## src/design/alu16_pkg.sv

```systemverilog
// ---------------------------------------------------------------------------
// alu16_pkg
// Shared widths, opcodes, micro-op codes and beat types of the ALU.
// ---------------------------------------------------------------------------
`timescale 1ns / 1ps
`default_nettype none

package alu16_pkg;

	localparam int unsigned DATA_WIDTH = 16;
	localparam int unsigned SHIFT_W    = $clog2(DATA_WIDTH);
	localparam int unsigned OPC_W      = 5;

	typedef logic [DATA_WIDTH-1:0] data_t;
	typedef logic [OPC_W-1:0]      opc_t;

	localparam opc_t OPC_ADD  = 5'd0;
	localparam opc_t OPC_SUB  = 5'd1;
	localparam opc_t OPC_LSR  = 5'd2;
	localparam opc_t OPC_LSL  = 5'd3;
	localparam opc_t OPC_LSL2 = 5'd4;
	localparam opc_t OPC_ASR  = 5'd5;
	localparam opc_t OPC_MOV  = 5'd6;
	localparam opc_t OPC_MUL  = 5'd7;
	localparam opc_t OPC_DIV  = 5'd8;
	localparam opc_t OPC_MOD  = 5'd9;
	localparam opc_t OPC_AND  = 5'd10;
	localparam opc_t OPC_OR   = 5'd11;
	localparam opc_t OPC_XOR  = 5'd12;
	localparam opc_t OPC_NOT  = 5'd13;
	localparam opc_t OPC_TST  = 5'd14;
	localparam opc_t OPC_CMP  = 5'd15;
	localparam opc_t OPC_INC  = 5'd16;
	localparam opc_t OPC_DEC  = 5'd17;

	typedef enum logic [4:0] {
		UOP_ADD,
		UOP_SUB,
		UOP_DIFF,
		UOP_LSR,
		UOP_LSL,
		UOP_ASR,
		UOP_MOV,
		UOP_MUL,
		UOP_DIV,
		UOP_MOD,
		UOP_AND,
		UOP_OR,
		UOP_XOR,
		UOP_NOT,
		UOP_INC,
		UOP_DEC,
		UOP_ZERO
	} uop_code_t;

	typedef struct packed {
		opc_t  req_type;
		data_t op_a;
		data_t op_b;
	} req_t;

	typedef struct packed {
		data_t alu_result;
		logic  zero_flag;
		logic  negative_flag;
		logic  carry_flag;
		logic  overflow_flag;
	} rsp_t;

	typedef struct packed {
		uop_code_t op;
		data_t     op_a;
		data_t     op_b;
	} uop_t;

endpackage

`default_nettype wire

```

## src/design/alu16_fifo.sv

```systemverilog
// ---------------------------------------------------------------------------
// alu16_fifo
// Small register queue with push/full and pop/empty sides.
// ---------------------------------------------------------------------------
`timescale 1ns / 1ps
`default_nettype none

module alu16_fifo #(
	parameter type T     = logic,
	parameter int  DEPTH = 2
) (
	input  wire  clk,
	input  wire  arst_n,
	input  wire  push,
	output logic full,
	input  T     din,
	input  wire  pop,
	output logic empty,
	output T     dout
);

	localparam int AW = $clog2(DEPTH);

	T               mem_q [DEPTH];
	logic [AW-1:0]  wr_ptr_q;
	logic [AW-1:0]  rd_ptr_q;
	logic [AW:0]    count_q;
	logic           wr_en;
	logic           rd_en;

	assign full  = (count_q == (AW+1)'(DEPTH));
	assign empty = (count_q == '0);
	assign dout  = mem_q[rd_ptr_q];
	assign wr_en = push && !full;
	assign rd_en = pop && !empty;

	always_ff @(posedge clk or negedge arst_n) begin
		if (!arst_n) begin
			wr_ptr_q <= '0;
			rd_ptr_q <= '0;
			count_q  <= '0;
		end else begin
			if (wr_en) begin
				wr_ptr_q <= wr_ptr_q + AW'(1);
			end
			if (rd_en) begin
				rd_ptr_q <= rd_ptr_q + AW'(1);
			end
			count_q <= count_q + (AW+1)'(wr_en) - (AW+1)'(rd_en);
		end
	end

	always_ff @(posedge clk) begin
		if (wr_en) begin
			mem_q[wr_ptr_q] <= din;
		end
	end

endmodule

`default_nettype wire

```

## src/design/alu16_front.sv

```systemverilog
// ---------------------------------------------------------------------------
// alu16_front
// Accept request beats and decode the opcode into a micro-op.
// ---------------------------------------------------------------------------
`timescale 1ns / 1ps
`default_nettype none

module alu16_front (
	input  wire             clk,
	input  wire             arst_n,
	input  wire             push,
	output logic            full,
	input  alu16_pkg::req_t req,
	output logic            uop_push,
	input  wire             uop_full,
	output alu16_pkg::uop_t uop
);

	import alu16_pkg::*;

	logic      valid_s1;
	uop_t      uop_s1;
	uop_code_t code;
	logic      advance;

	always_comb begin
		case (req.req_type)
			OPC_ADD:            code = UOP_ADD;
			OPC_SUB:            code = UOP_SUB;
			OPC_LSR:            code = UOP_LSR;
			OPC_LSL, OPC_LSL2:  code = UOP_LSL;
			OPC_ASR:            code = UOP_ASR;
			OPC_MOV:            code = UOP_MOV;
			OPC_MUL:            code = UOP_MUL;
			OPC_DIV:            code = UOP_DIV;
			OPC_MOD:            code = UOP_MOD;
			OPC_AND:            code = UOP_AND;
			OPC_OR:             code = UOP_OR;
			OPC_XOR:            code = UOP_XOR;
			OPC_NOT:            code = UOP_NOT;
			OPC_TST, OPC_CMP:   code = UOP_DIFF;
			OPC_INC:            code = UOP_INC;
			OPC_DEC:            code = UOP_DEC;
			default:            code = UOP_ZERO;
		endcase
	end

	assign advance  = !valid_s1 || !uop_full;
	assign full     = !advance;
	assign uop_push = valid_s1;
	assign uop      = uop_s1;

	always_ff @(posedge clk or negedge arst_n) begin
		if (!arst_n) begin
			valid_s1 <= 1'b0;
		end else if (advance) begin
			valid_s1 <= push;
		end
	end

	always_ff @(posedge clk) begin
		if (advance && push) begin
			uop_s1.op   <= code;
			uop_s1.op_a <= req.op_a;
			uop_s1.op_b <= req.op_b;
		end
	end

endmodule

`default_nettype wire

```

## src/design/alu16_back.sv

```systemverilog
// ---------------------------------------------------------------------------
// alu16_back
// Execute stage followed by a one-bit-per-stage restoring divider.
// ---------------------------------------------------------------------------
`timescale 1ns / 1ps
`default_nettype none

module alu16_back (
	input  wire             clk,
	input  wire             arst_n,
	input  wire             uop_empty,
	output logic            uop_pop,
	input  alu16_pkg::uop_t uop,
	output logic            rsp_push,
	input  wire             rsp_full,
	output alu16_pkg::rsp_t rsp
);

	import alu16_pkg::*;

	localparam int DW = DATA_WIDTH;
	localparam int SW = SHIFT_W;

	typedef struct packed {
		logic  is_div;
		logic  is_mod;
		logic  div_zero;
		data_t res;
		logic  c;
		logic  v;
		data_t rem;
		data_t dq;
		data_t dvs;
	} stg_t;

	logic            advance;
	logic            exe_vld_s1;
	stg_t            exe_s1;
	stg_t            exe_d;
	logic [DW-1:0]   div_vld_s;
	stg_t            div_s [DW];
	stg_t            prv [DW];
	stg_t            nxt [DW];

	logic [DW:0]     sum;
	logic [DW:0]     diff;
	logic [2*DW-1:0] prod;
	logic            big;
	logic [SW-1:0]   sh;
	logic            sa;
	logic            sb;
	stg_t            last;
	data_t           fin;

	assign advance = !div_vld_s[DW-1] || !rsp_full;
	assign uop_pop = advance && !uop_empty;

	always_comb begin
		sum  = {1'b0, uop.op_a} + {1'b0, uop.op_b};
		diff = {1'b0, uop.op_a} - {1'b0, uop.op_b};
		prod = {{DW{1'b0}}, uop.op_a} * {{DW{1'b0}}, uop.op_b};
		big  = (uop.op_b >= data_t'(DATA_WIDTH));
		sh   = uop.op_b[SW-1:0];
		sa   = uop.op_a[DW-1];
		sb   = uop.op_b[DW-1];

		exe_d          = '0;
		exe_d.dq       = uop.op_a;
		exe_d.dvs      = uop.op_b;
		exe_d.div_zero = (uop.op_b == '0);

		case (uop.op)
			UOP_ADD: begin
				exe_d.res = sum[DW-1:0];
				exe_d.c   = sum[DW];
				exe_d.v   = (sa == sb) && (sum[DW-1] != sa);
			end
			UOP_SUB: begin
				exe_d.res = diff[DW-1:0];
				exe_d.c   = diff[DW];
				exe_d.v   = (sa != sb) && (diff[DW-1] != sa);
			end
			UOP_DIFF: exe_d.res = diff[DW-1:0];
			UOP_LSR: begin
				exe_d.res = big ? '0 : (uop.op_a >> sh);
				exe_d.c   = uop.op_a[0];
			end
			UOP_LSL:  exe_d.res = big ? '0 : (uop.op_a << sh);
			UOP_ASR: begin
				exe_d.res = big ? {DW{sa}} : data_t'($signed(uop.op_a) >>> sh);
				exe_d.c   = uop.op_a[0];
			end
			UOP_MOV:  exe_d.res = uop.op_b;
			UOP_MUL:  exe_d.res = prod[DW-1:0];
			UOP_DIV:  exe_d.is_div = 1'b1;
			UOP_MOD: begin
				exe_d.is_div = 1'b1;
				exe_d.is_mod = 1'b1;
			end
			UOP_AND:  exe_d.res = uop.op_a & uop.op_b;
			UOP_OR:   exe_d.res = uop.op_a | uop.op_b;
			UOP_XOR:  exe_d.res = uop.op_a ^ uop.op_b;
			UOP_NOT:  exe_d.res = ~uop.op_a;
			UOP_INC:  exe_d.res = uop.op_a + data_t'(1);
			UOP_DEC:  exe_d.res = uop.op_a - data_t'(1);
			default:  exe_d.res = '0;
		endcase
	end

	always_comb begin
		prv[0] = exe_s1;
		for (int k = 1; k < DW; k++) begin
			prv[k] = div_s[k-1];
		end
	end

	for (genvar k = 0; k < DW; k++) begin : g_div
		logic [DW:0] trial;
		logic        ge;
		always_comb begin
			trial  = {prv[k].rem, prv[k].dq[DW-1]};
			ge     = (trial >= {1'b0, prv[k].dvs});
			nxt[k] = prv[k];
			if (ge) begin
				nxt[k].rem = DW'(trial - {1'b0, prv[k].dvs});
			end else begin
				nxt[k].rem = trial[DW-1:0];
			end
			nxt[k].dq = {prv[k].dq[DW-2:0], ge};
		end
	end

	always_ff @(posedge clk or negedge arst_n) begin
		if (!arst_n) begin
			exe_vld_s1 <= 1'b0;
			div_vld_s  <= '0;
		end else if (advance) begin
			exe_vld_s1 <= !uop_empty;
			div_vld_s  <= {div_vld_s[DW-2:0], exe_vld_s1};
		end
	end

	always_ff @(posedge clk) begin
		if (advance) begin
			exe_s1 <= exe_d;
			for (int k = 0; k < DW; k++) begin
				div_s[k] <= nxt[k];
			end
		end
	end

	always_comb begin
		last = div_s[DW-1];
		if (!last.is_div) begin
			fin = last.res;
		end else if (last.div_zero) begin
			fin = '1;
		end else if (last.is_mod) begin
			fin = last.rem;
		end else begin
			fin = last.dq;
		end
		rsp.alu_result    = fin;
		rsp.zero_flag     = (fin == '0);
		rsp.negative_flag = fin[DW-1];
		rsp.carry_flag    = last.c;
		rsp.overflow_flag = last.v;
	end

	assign rsp_push = div_vld_s[DW-1];

endmodule

`default_nettype wire

```

## src/design/alu16_with_flags.sv

```systemverilog
// ---------------------------------------------------------------------------
// alu16_with_flags
// 16-bit ALU with zero, negative, carry and overflow flags.
// ---------------------------------------------------------------------------
// Takes one request beat per cycle and returns one result beat per request,
// in order. A request passes a decode register, a MID_DEPTH-entry queue, one
// execute stage and a 16-stage divider pipeline (one quotient bit per stage)
// that every operation walks through on its way to the result side.
// Sustained rate is one beat per cycle; the back pipeline halts as a whole
// only while the OUT_DEPTH-entry result queue is full, and the front keeps
// taking beats until the middle queue also fills.
`timescale 1ns / 1ps
`default_nettype none

module alu16_with_flags #(
	parameter int MID_DEPTH = 4,
	parameter int OUT_DEPTH = 2
) (
	input  wire             clk,
	input  wire             arst_n,
	input  wire             push,
	output logic            full,
	input  alu16_pkg::req_t req,
	output logic            empty,
	input  wire             pop,
	output alu16_pkg::rsp_t rsp
);

	import alu16_pkg::*;

	logic uop_push;
	logic uop_full;
	uop_t uop_in;
	logic uop_empty;
	logic uop_pop;
	uop_t uop_out;
	logic rsp_push;
	logic rsp_full;
	rsp_t rsp_in;

	alu16_front u_front (
		.clk      (clk),
		.arst_n   (arst_n),
		.push     (push),
		.full     (full),
		.req      (req),
		.uop_push (uop_push),
		.uop_full (uop_full),
		.uop      (uop_in)
	);

	alu16_fifo #(
		.T     (uop_t),
		.DEPTH (MID_DEPTH)
	) u_mid_q (
		.clk    (clk),
		.arst_n (arst_n),
		.push   (uop_push),
		.full   (uop_full),
		.din    (uop_in),
		.pop    (uop_pop),
		.empty  (uop_empty),
		.dout   (uop_out)
	);

	alu16_back u_back (
		.clk       (clk),
		.arst_n    (arst_n),
		.uop_empty (uop_empty),
		.uop_pop   (uop_pop),
		.uop       (uop_out),
		.rsp_push  (rsp_push),
		.rsp_full  (rsp_full),
		.rsp       (rsp_in)
	);

	alu16_fifo #(
		.T     (rsp_t),
		.DEPTH (OUT_DEPTH)
	) u_out_q (
		.clk    (clk),
		.arst_n (arst_n),
		.push   (rsp_push),
		.full   (rsp_full),
		.din    (rsp_in),
		.pop    (pop),
		.empty  (empty),
		.dout   (rsp)
	);

endmodule

`default_nettype wire

```

## config.mk

```make
export PLATFORM = sky130hd
export DESIGN_NAME = alu16_with_flags
export DESIGN_NICKNAME = d
export VERILOG_FILES = /design/src/design/alu16_pkg.sv /design/src/design/alu16_fifo.sv /design/src/design/alu16_front.sv /design/src/design/alu16_back.sv /design/src/design/alu16_with_flags.sv
export SDC_FILE = /design/constraint.sdc
export NUM_CORES = 2
export LEC_CHECK = 0
export BUFFER_PORTS_ARGS = -buffer_cell sky130_fd_sc_hd__buf_4
export CAP_MARGIN = 20
export CORE_UTILIZATION = 35
export CTS_CLUSTER_SIZE = 40
export DETAILED_ROUTE_END_ITERATION = 6
export PLACE_DENSITY = 0.46
export SYNTH_ARGS = -nofsm -noshare
export SYNTH_HDL_FRONTEND = slang
export SYNTH_SLANG_ARGS = --single-unit
```

## constraint.sdc

```tcl
create_clock -name clk -period 39.8 [get_ports clk]
set_input_delay 3.98 -clock clk [delete_from_list [all_inputs] [get_ports clk]]
set_output_delay 3.98 -clock clk [all_outputs]
set_load 0.01 [all_outputs]
```

Word level (Yosys, flattened, before mapping)

Memories as Yosys holds them, arrays and structs flattened. A register that Yosys moved wholly into a read port is not among the register bits.
Cells that the tools add are included.

Flip-flop bits (word level): 114
Bits in latches: 0
Memory bits (writable): 1,292
Memory bits (read-only): 160
Bits of input ports: 41
Output and inout bits: 22
Memories kept: 4

Add/subtract/negate cells: 28
$mul: 1
Div/mod/pow operators: 0
Order comparisons: 17
Equal/unequal tests: 21
Shifts and indexed selects: 3
Muxes and demuxes: 33
Bitwise operators: 4
Reductions and logical operators: 25

Memories:

| name            | words | bits a word | read ports | clocked after memory_dff | write ports | line              | RTL |
|---|---|---|---|---|---|---|---|
| u_back.div_s    | 16    | 69          | 16         | 0                        | 16          | alu16_back.sv:41  | `stg_t div_s [DW];` |
| (no name shown) | 32    | 5           | 1          | 1                        | 0           | alu16_front.sv:27 | `case (req.req_type)` |
| u_mid_q.mem_q   | 4     | 37          | 1          | 0                        | 1           | alu16_fifo.sv:24  | `T mem_q [DEPTH];` |
| u_out_q.mem_q   | 2     | 20          | 1          | 0                        | 1           | alu16_fifo.sv:24  |  |

Operator list:

| kind                                                 | count |
|---|---|
| two-way mux 16 bit                                   | 22 |
| >= comparator 17 x 16 -> 1 bit                       | 15 |
| subtractor 16 bit                                    | 15 |
| one-hot mux 16 bit (13 select lines)                 | 1 |
| == test 5 x 4 -> 1 bit, second input constant        | 8 |
| logical NOT 16 bit                                   | 2 |
| == test 5 x 3 -> 1 bit, second input constant        | 4 |
| adder 16 x 16 -> 17 bit                              | 1 |
| subtractor 16 x 16 -> 17 bit                         | 1 |
| adder 16 x 1 -> 16 bit, second input constant        | 1 |
| bitwise AND 16 bit                                   | 1 |
| >= comparator 1 x 16 -> 1 bit                        | 1 |
| >= comparator 16 x 5 -> 1 bit, second input constant | 1 |
| multiplier 16 x 16 -> 16 bit                         | 1 |
| inverter 16 bit                                      | 1 |
| OR 16 bit                                            | 1 |
| left shift 16 x 4 -> 16 bit                          | 1 |
| >> shifter 16 x 4 -> 16 bit                          | 1 |
| >>> shifter 16 x 4 -> 16 bit                         | 1 |
| subtractor 1 x 16 -> 16 bit                          | 1 |
| subtractor 16 x 1 -> 16 bit, second input constant   | 1 |
| XOR 16 bit                                           | 1 |
| == test 5 x 2 -> 1 bit, second input constant        | 2 |
| logical AND 1 bit                                    | 8 |
| 20 further kinds                                     | 40 |

Depth between registers and ports, before layout

Depth after elaboration: 6
Depth in mapped cells: 31

By module

Synthesis repeated with hierarchy kept, for this count alone.

Cell total of the unflattened synthesis: 4,827
Area total of the unflattened synthesis: 66,749.0 sq um

By module, submodules not included:

| module               | instances | cells each | area an instance (sq um) | seq. area each (sq um) |
|---|---|---|---|---|
| alu16_back           | 1         | 4,446      | 57,978.1                 | 34,688.3 |
| alu16_fifo (u_mid_q) | 1         | 234        | 5,796.8                  | 4,619.4 |
| alu16_fifo (u_out_q) | 1         | 80         | 1,649.1                  | 1,301.2 |
| alu16_front          | 1         | 67         | 1,325.0                  | 1,136.1 |

Worst setup path before layout

No wires, ideal clock.

Path type: register to register
Start: register u_out_q.count_q[1]
End: register u_back.div_vld_s[10]
Arrival time: 35.535 ns
Path slack: 4.071 ns
Stages on the path, launching flop included: 4
Buffers on the path: 1
Period minus slack after synthesis: 35.729 ns
Cells stage by stage: dfrtp_1 nand3_1 clkbuf_1 mux2_2

Word-level cells in the longest chain between the ends: 3

RTL lines:

| what                   | line              | RTL |
|---|---|---|
| from (decl)            | alu16_fifo.sv:27  | `logic [AW:0] count_q;` |
| from (signal assigned) | alu16_fifo.sv:49  | `count_q <= count_q + (AW+1)'(wr_en) - (AW+1)'(rd_en);` |
| == test 2 bit          | alu16_fifo.sv:31  | `assign full = (count_q == (AW+1)'(DEPTH));` |
| logical NOT 1 bit      | alu16_back.sv:55  | `assign advance = !div_vld_s[DW-1] \|\| !rsp_full;` |
| logical OR 1 bit       | alu16_back.sv:55  |  |
| to (signal assigned)   | alu16_back.sv:139 | `div_vld_s <= {div_vld_s[DW-2:0], exe_vld_s1};` |
| to (decl)              | alu16_back.sv:40  | `logic [DW-1:0] div_vld_s;` |

Every way passes these cells.
A chain may end at the register's enable or synchronous reset.

==> flow_metrics.tcl <==
set metrics [dict create \
    floorplan.die_area_um2 193000 \
    timing_worst_slew_pin_value_ns 1.10 \
    grt_first_pass_wirelength_mm 234 \
    synth_area_um2 67000 \
    synth_cell_types 92 \
    buffers_added_on_ports 62 \
    drive_above_1_share_pct 12.3 \
    setup_viol 0 \
    critical_path_most_common_cell "fa_1" \
    globalplace.congestion 0.876 \
    final_nets 5596 \
    slowest_stage "clkinv_1" \
    syn-num-nets 5435 \
    via_count 38400 \
    drt_iter0_markers 2708 \
    drcViolationCount 0 \
    critical-path-max-stage-delay_ns 0.58 \
    syn-mean-instance-area_um2 13.6 \
    maximum_number_of_pins_on_one_net_before_global_route_repair 177 \
    track_usage_pct 15.9 \
    crit_chain "buf_4 > mux2_2 > o21ai_4 > clkinv_1 > nand2_1 > fa_1 > fa_1 > fa_1 > fa_1 > inv_1 > fa_1 > inv_1 > fa_1 > inv_1 > ha_1 > and3_1 > a211oi_1 > a21oi_1 > xor2_1 > a221oi_2 > or3b_1" \
    worstSetupStartpointType "register" \
    yosys.area.top_type_share_pct 61.1 \
    clock_tree.htree_level_count 4 \
    cts_repair_resize_count 0 \
    maximum_net_fanout_on_the_critical_path 35 \
    clock_latency_ns 0.82 \
    clkSlewWorstSetupHoldPaths_ns 0.06 \
    number_of_antenna_violations_at_the_first_check_in_global_routing 2 \
    route.detailed.wl_per_inst_um 20.1 \
    numCtsBuffers 157 \
    floorplan.initialDensity_pct 35.2 \
    timing_hold_violations_final 0 \
    asyncSetResetFlopFracSynth_pct 2.08 \
    yosys_most_used_dff "edfxtp_1" \
    worst_hold_startpoint "u_back.div_s[0][293]" \
    final_period_minus_worst_setup_slack_ns 7.96 \
    r2r-start "u_mid_q.rd_ptr_q[1]" \
    detailed_place_hpwl_mm 111 \
    route.detailed.vias_per_inst 4.96 \
    number_of_max_slew_violations_in_the_final_report 0 \
    first_global_vias 38100 \
    cts_setup_buffers 0 \
    post_drt_antenna_nets 0 \
    synth_largest_area_cell "edfxtp_1" \
    finalClockSkew_ns 0.0805 \
    outcome "completed" \
    clockRootBuffer "clkbuf_16" \
    post_synth_inst_count 4929 \
    synth-seq-area-share_pct 62.2 \
    placement_rows 160 \
    design.portCount 63 \
    grt_setup_unrepaired "no" \
    clock_tree.buffer_depth 3 \
    critical_path_class "reg2reg" \
    max_cap_viol_count 0 \
    endpoint_kind "register" \
    globalRoute.totalOverflow 0 \
    total_of_hold_buffers_inserted_after_clock_tree_synthesis 0 \
    synth_area_leaders "edfxtp_1 61%, ha_1 6.9%, mux2_2 3.3%" \
    ys_warn_count 0 \
    worst_ep_required_time_ns 40.35 \
    cts_sinks 1393 \
    reg2reg_slack_ns 31.84 \
    syn2layout_area_growth_pct 13.3 \
    chipHeight_um 440 \
    min_period_over_period_pct 20.0 \
    startpoint "u_mid_q.rd_ptr_q[1]" \
    fin_tns_setup_ns 0 \
    fillCellCount 17800 \
    ys_seq_elements 1393 \
    maxClockFrequency_mhz 126 \
    tritoncts "yes" \
    drt_first_pass_iters 6 \
    timing.hold.worst.class "reg2reg" \
    number_of_flops_mapped_to_enable_cells_by_yosys 1364 \
    core_area_um2 190000 \
    slew_headroom_pct 24.9 \
    wirelength_mm 155 \
    width_of_the_die_um 440 \
    crit_arrival_ns 8.50 \
]
-- critical path, delay by kind of cell, from the launching register on --
family                   cells  cell delay [ns]
flip-flops                   1             0.54
adder cells (fa/ha/maj)      7             3.25
buffers and inverters        5             1.25
multiplexers                 1             0.42
AND/OR/NAND/NOR              3             0.82
XOR/XNOR                     1             0.18
AO/OA/AOI/OAI                4             1.20
-- layout by cell type, fill, tap and decap left out, drive strengths merged, types with 41 or more instances in the layout --
cell type / instances
edfxtp: 1364
nor2b: 73
a211oi: 59
nand4: 41
fa: 98
clkbuf: 190
nor3: 118
xor2: 53
nand3: 46
mux2: 203
a21o: 43
buf: 120
clkinv: 74
o21ai: 222
inv: 502
a21oi: 205
nand2: 271
mux2i: 102
xnor2: 167
nor2: 360
ha: 367
-- final timing paths --
kind | cells past startpoint | endpoint
setup / recovery | 21 | u_back.exe_s1[64]
hold / removal | 0 | u_back.div_s[0][363]
setup reg to reg | 21 | u_back.exe_s1[64]
hold reg to reg | 0 | u_back.div_s[0][363]
max in group asynchronous | 1 | u_mid_q.rd_ptr_q[0]
min in group asynchronous | 1 | u_back.div_vld_s[4]
-- metal layers --
metal / GRT usage [%] / wire, um / up-vias
met1: 20.9 / 69600 / 18900
met2: 26.9 / 76000 / 782
met5: 0 / 0 / -
met4: 4.54 / 3600 / 0
met3: 2.74 / 6240 / 215
li1: - / - / 18500
-- flip-flops by register name, indices dropped and copies added (netlist names) --
| signal | cells |
|---|---|
| u_back.exe_vld_s1 | 1 |
| u_back.div_s | 1088 |
| u_out_q.wr_ptr_q | 1 |
| u_out_q.mem_q | 38 |
| u_mid_q.mem_q | 148 |
| u_out_q.rd_ptr_q | 1 |
| u_back.exe_s1 | 53 |
| u_mid_q.wr_ptr_q | 2 |
| u_out_q.count_q | 2 |
| u_mid_q.rd_ptr_q | 2 |
| u_back.div_vld_s | 16 |
| u_front.uop | 37 |
| u_mid_q.count_q | 3 |
| u_front.uop_push | 1 |
-- cell families after synthesis --
family	Yosys count	synth area share (%)
and+or+nand+nor	1061	7.38
buffers and inverters	622	3.71
DFF	1393	62.2
muxes	334	5.94
AOI/OAI and AO/OA	834	8.12
xor gates and xnor gates	220	2.87
adders and majority gates	465	9.78
-- metrics by stage --
stage          cell area, um2  setup slack (ns)  hold slack, ns  utilization, %  std cells
6_report                75900             31.84           0.387            39.9       7731
5_1_grt                 75900             31.56           0.393            39.9       7729
4_1_cts                 75800             31.84           0.387            39.9       7723
3_5_place_dp            70500             31.82           0.405            37.1       7437
3_3_place_gp            70500             31.92           0.400            37.1       7435
2_1_floorplan           67000              4.07           0.400               -       4929
-- Yosys cell counts (9+ instances only) --
library cell and count:
a211oi_1 51, ha_1 367, a221o_1 15, a311oi_1 13, o21ai_0 215, xnor2_1 167
a31oi_1 34, o211ai_1 9, inv_1 496, a311o_1 11, a22oi_1 13, and3_1 22
mux2i_1 102, nand4_1 41, a21boi_0 21, o221ai_1 9, or3_1 29, dfrtp_1 29
o22ai_1 26, nand2b_1 34, buf_2 35, nand2_1 270, clkbuf_1 61, o31ai_1 13
edfxtp_1 1364, a221oi_1 21, mux2_2 198, mux4_2 27, nand3_1 46, and2_1 13
o21a_1 39, fa_1 98, o31a_1 12, xor2_1 53, nor3_1 117, a21o_1 43
o41ai_1 12, nor2_1 356, a21oi_1 203, nor2b_1 73, nand3b_1 14
-- layout make-up --
class	instances	area (um2)	area share (%)
Antenna cell	3	7.51	0.00989
Clock buffer	189	4080	5.38
Clock inverter	97	1210	1.60
Inverter	503	1890	2.49
Multi-Input combinational cell	2914	22900	30.2
Sequential cell	1393	41700	54.9
Tap cell	2511	3140	4.14
Timing Repair Buffer	121	983	1.30
Power is not shown: default switching activity piles up to over one toggle a cycle in this logic, so the estimate is an artifact.
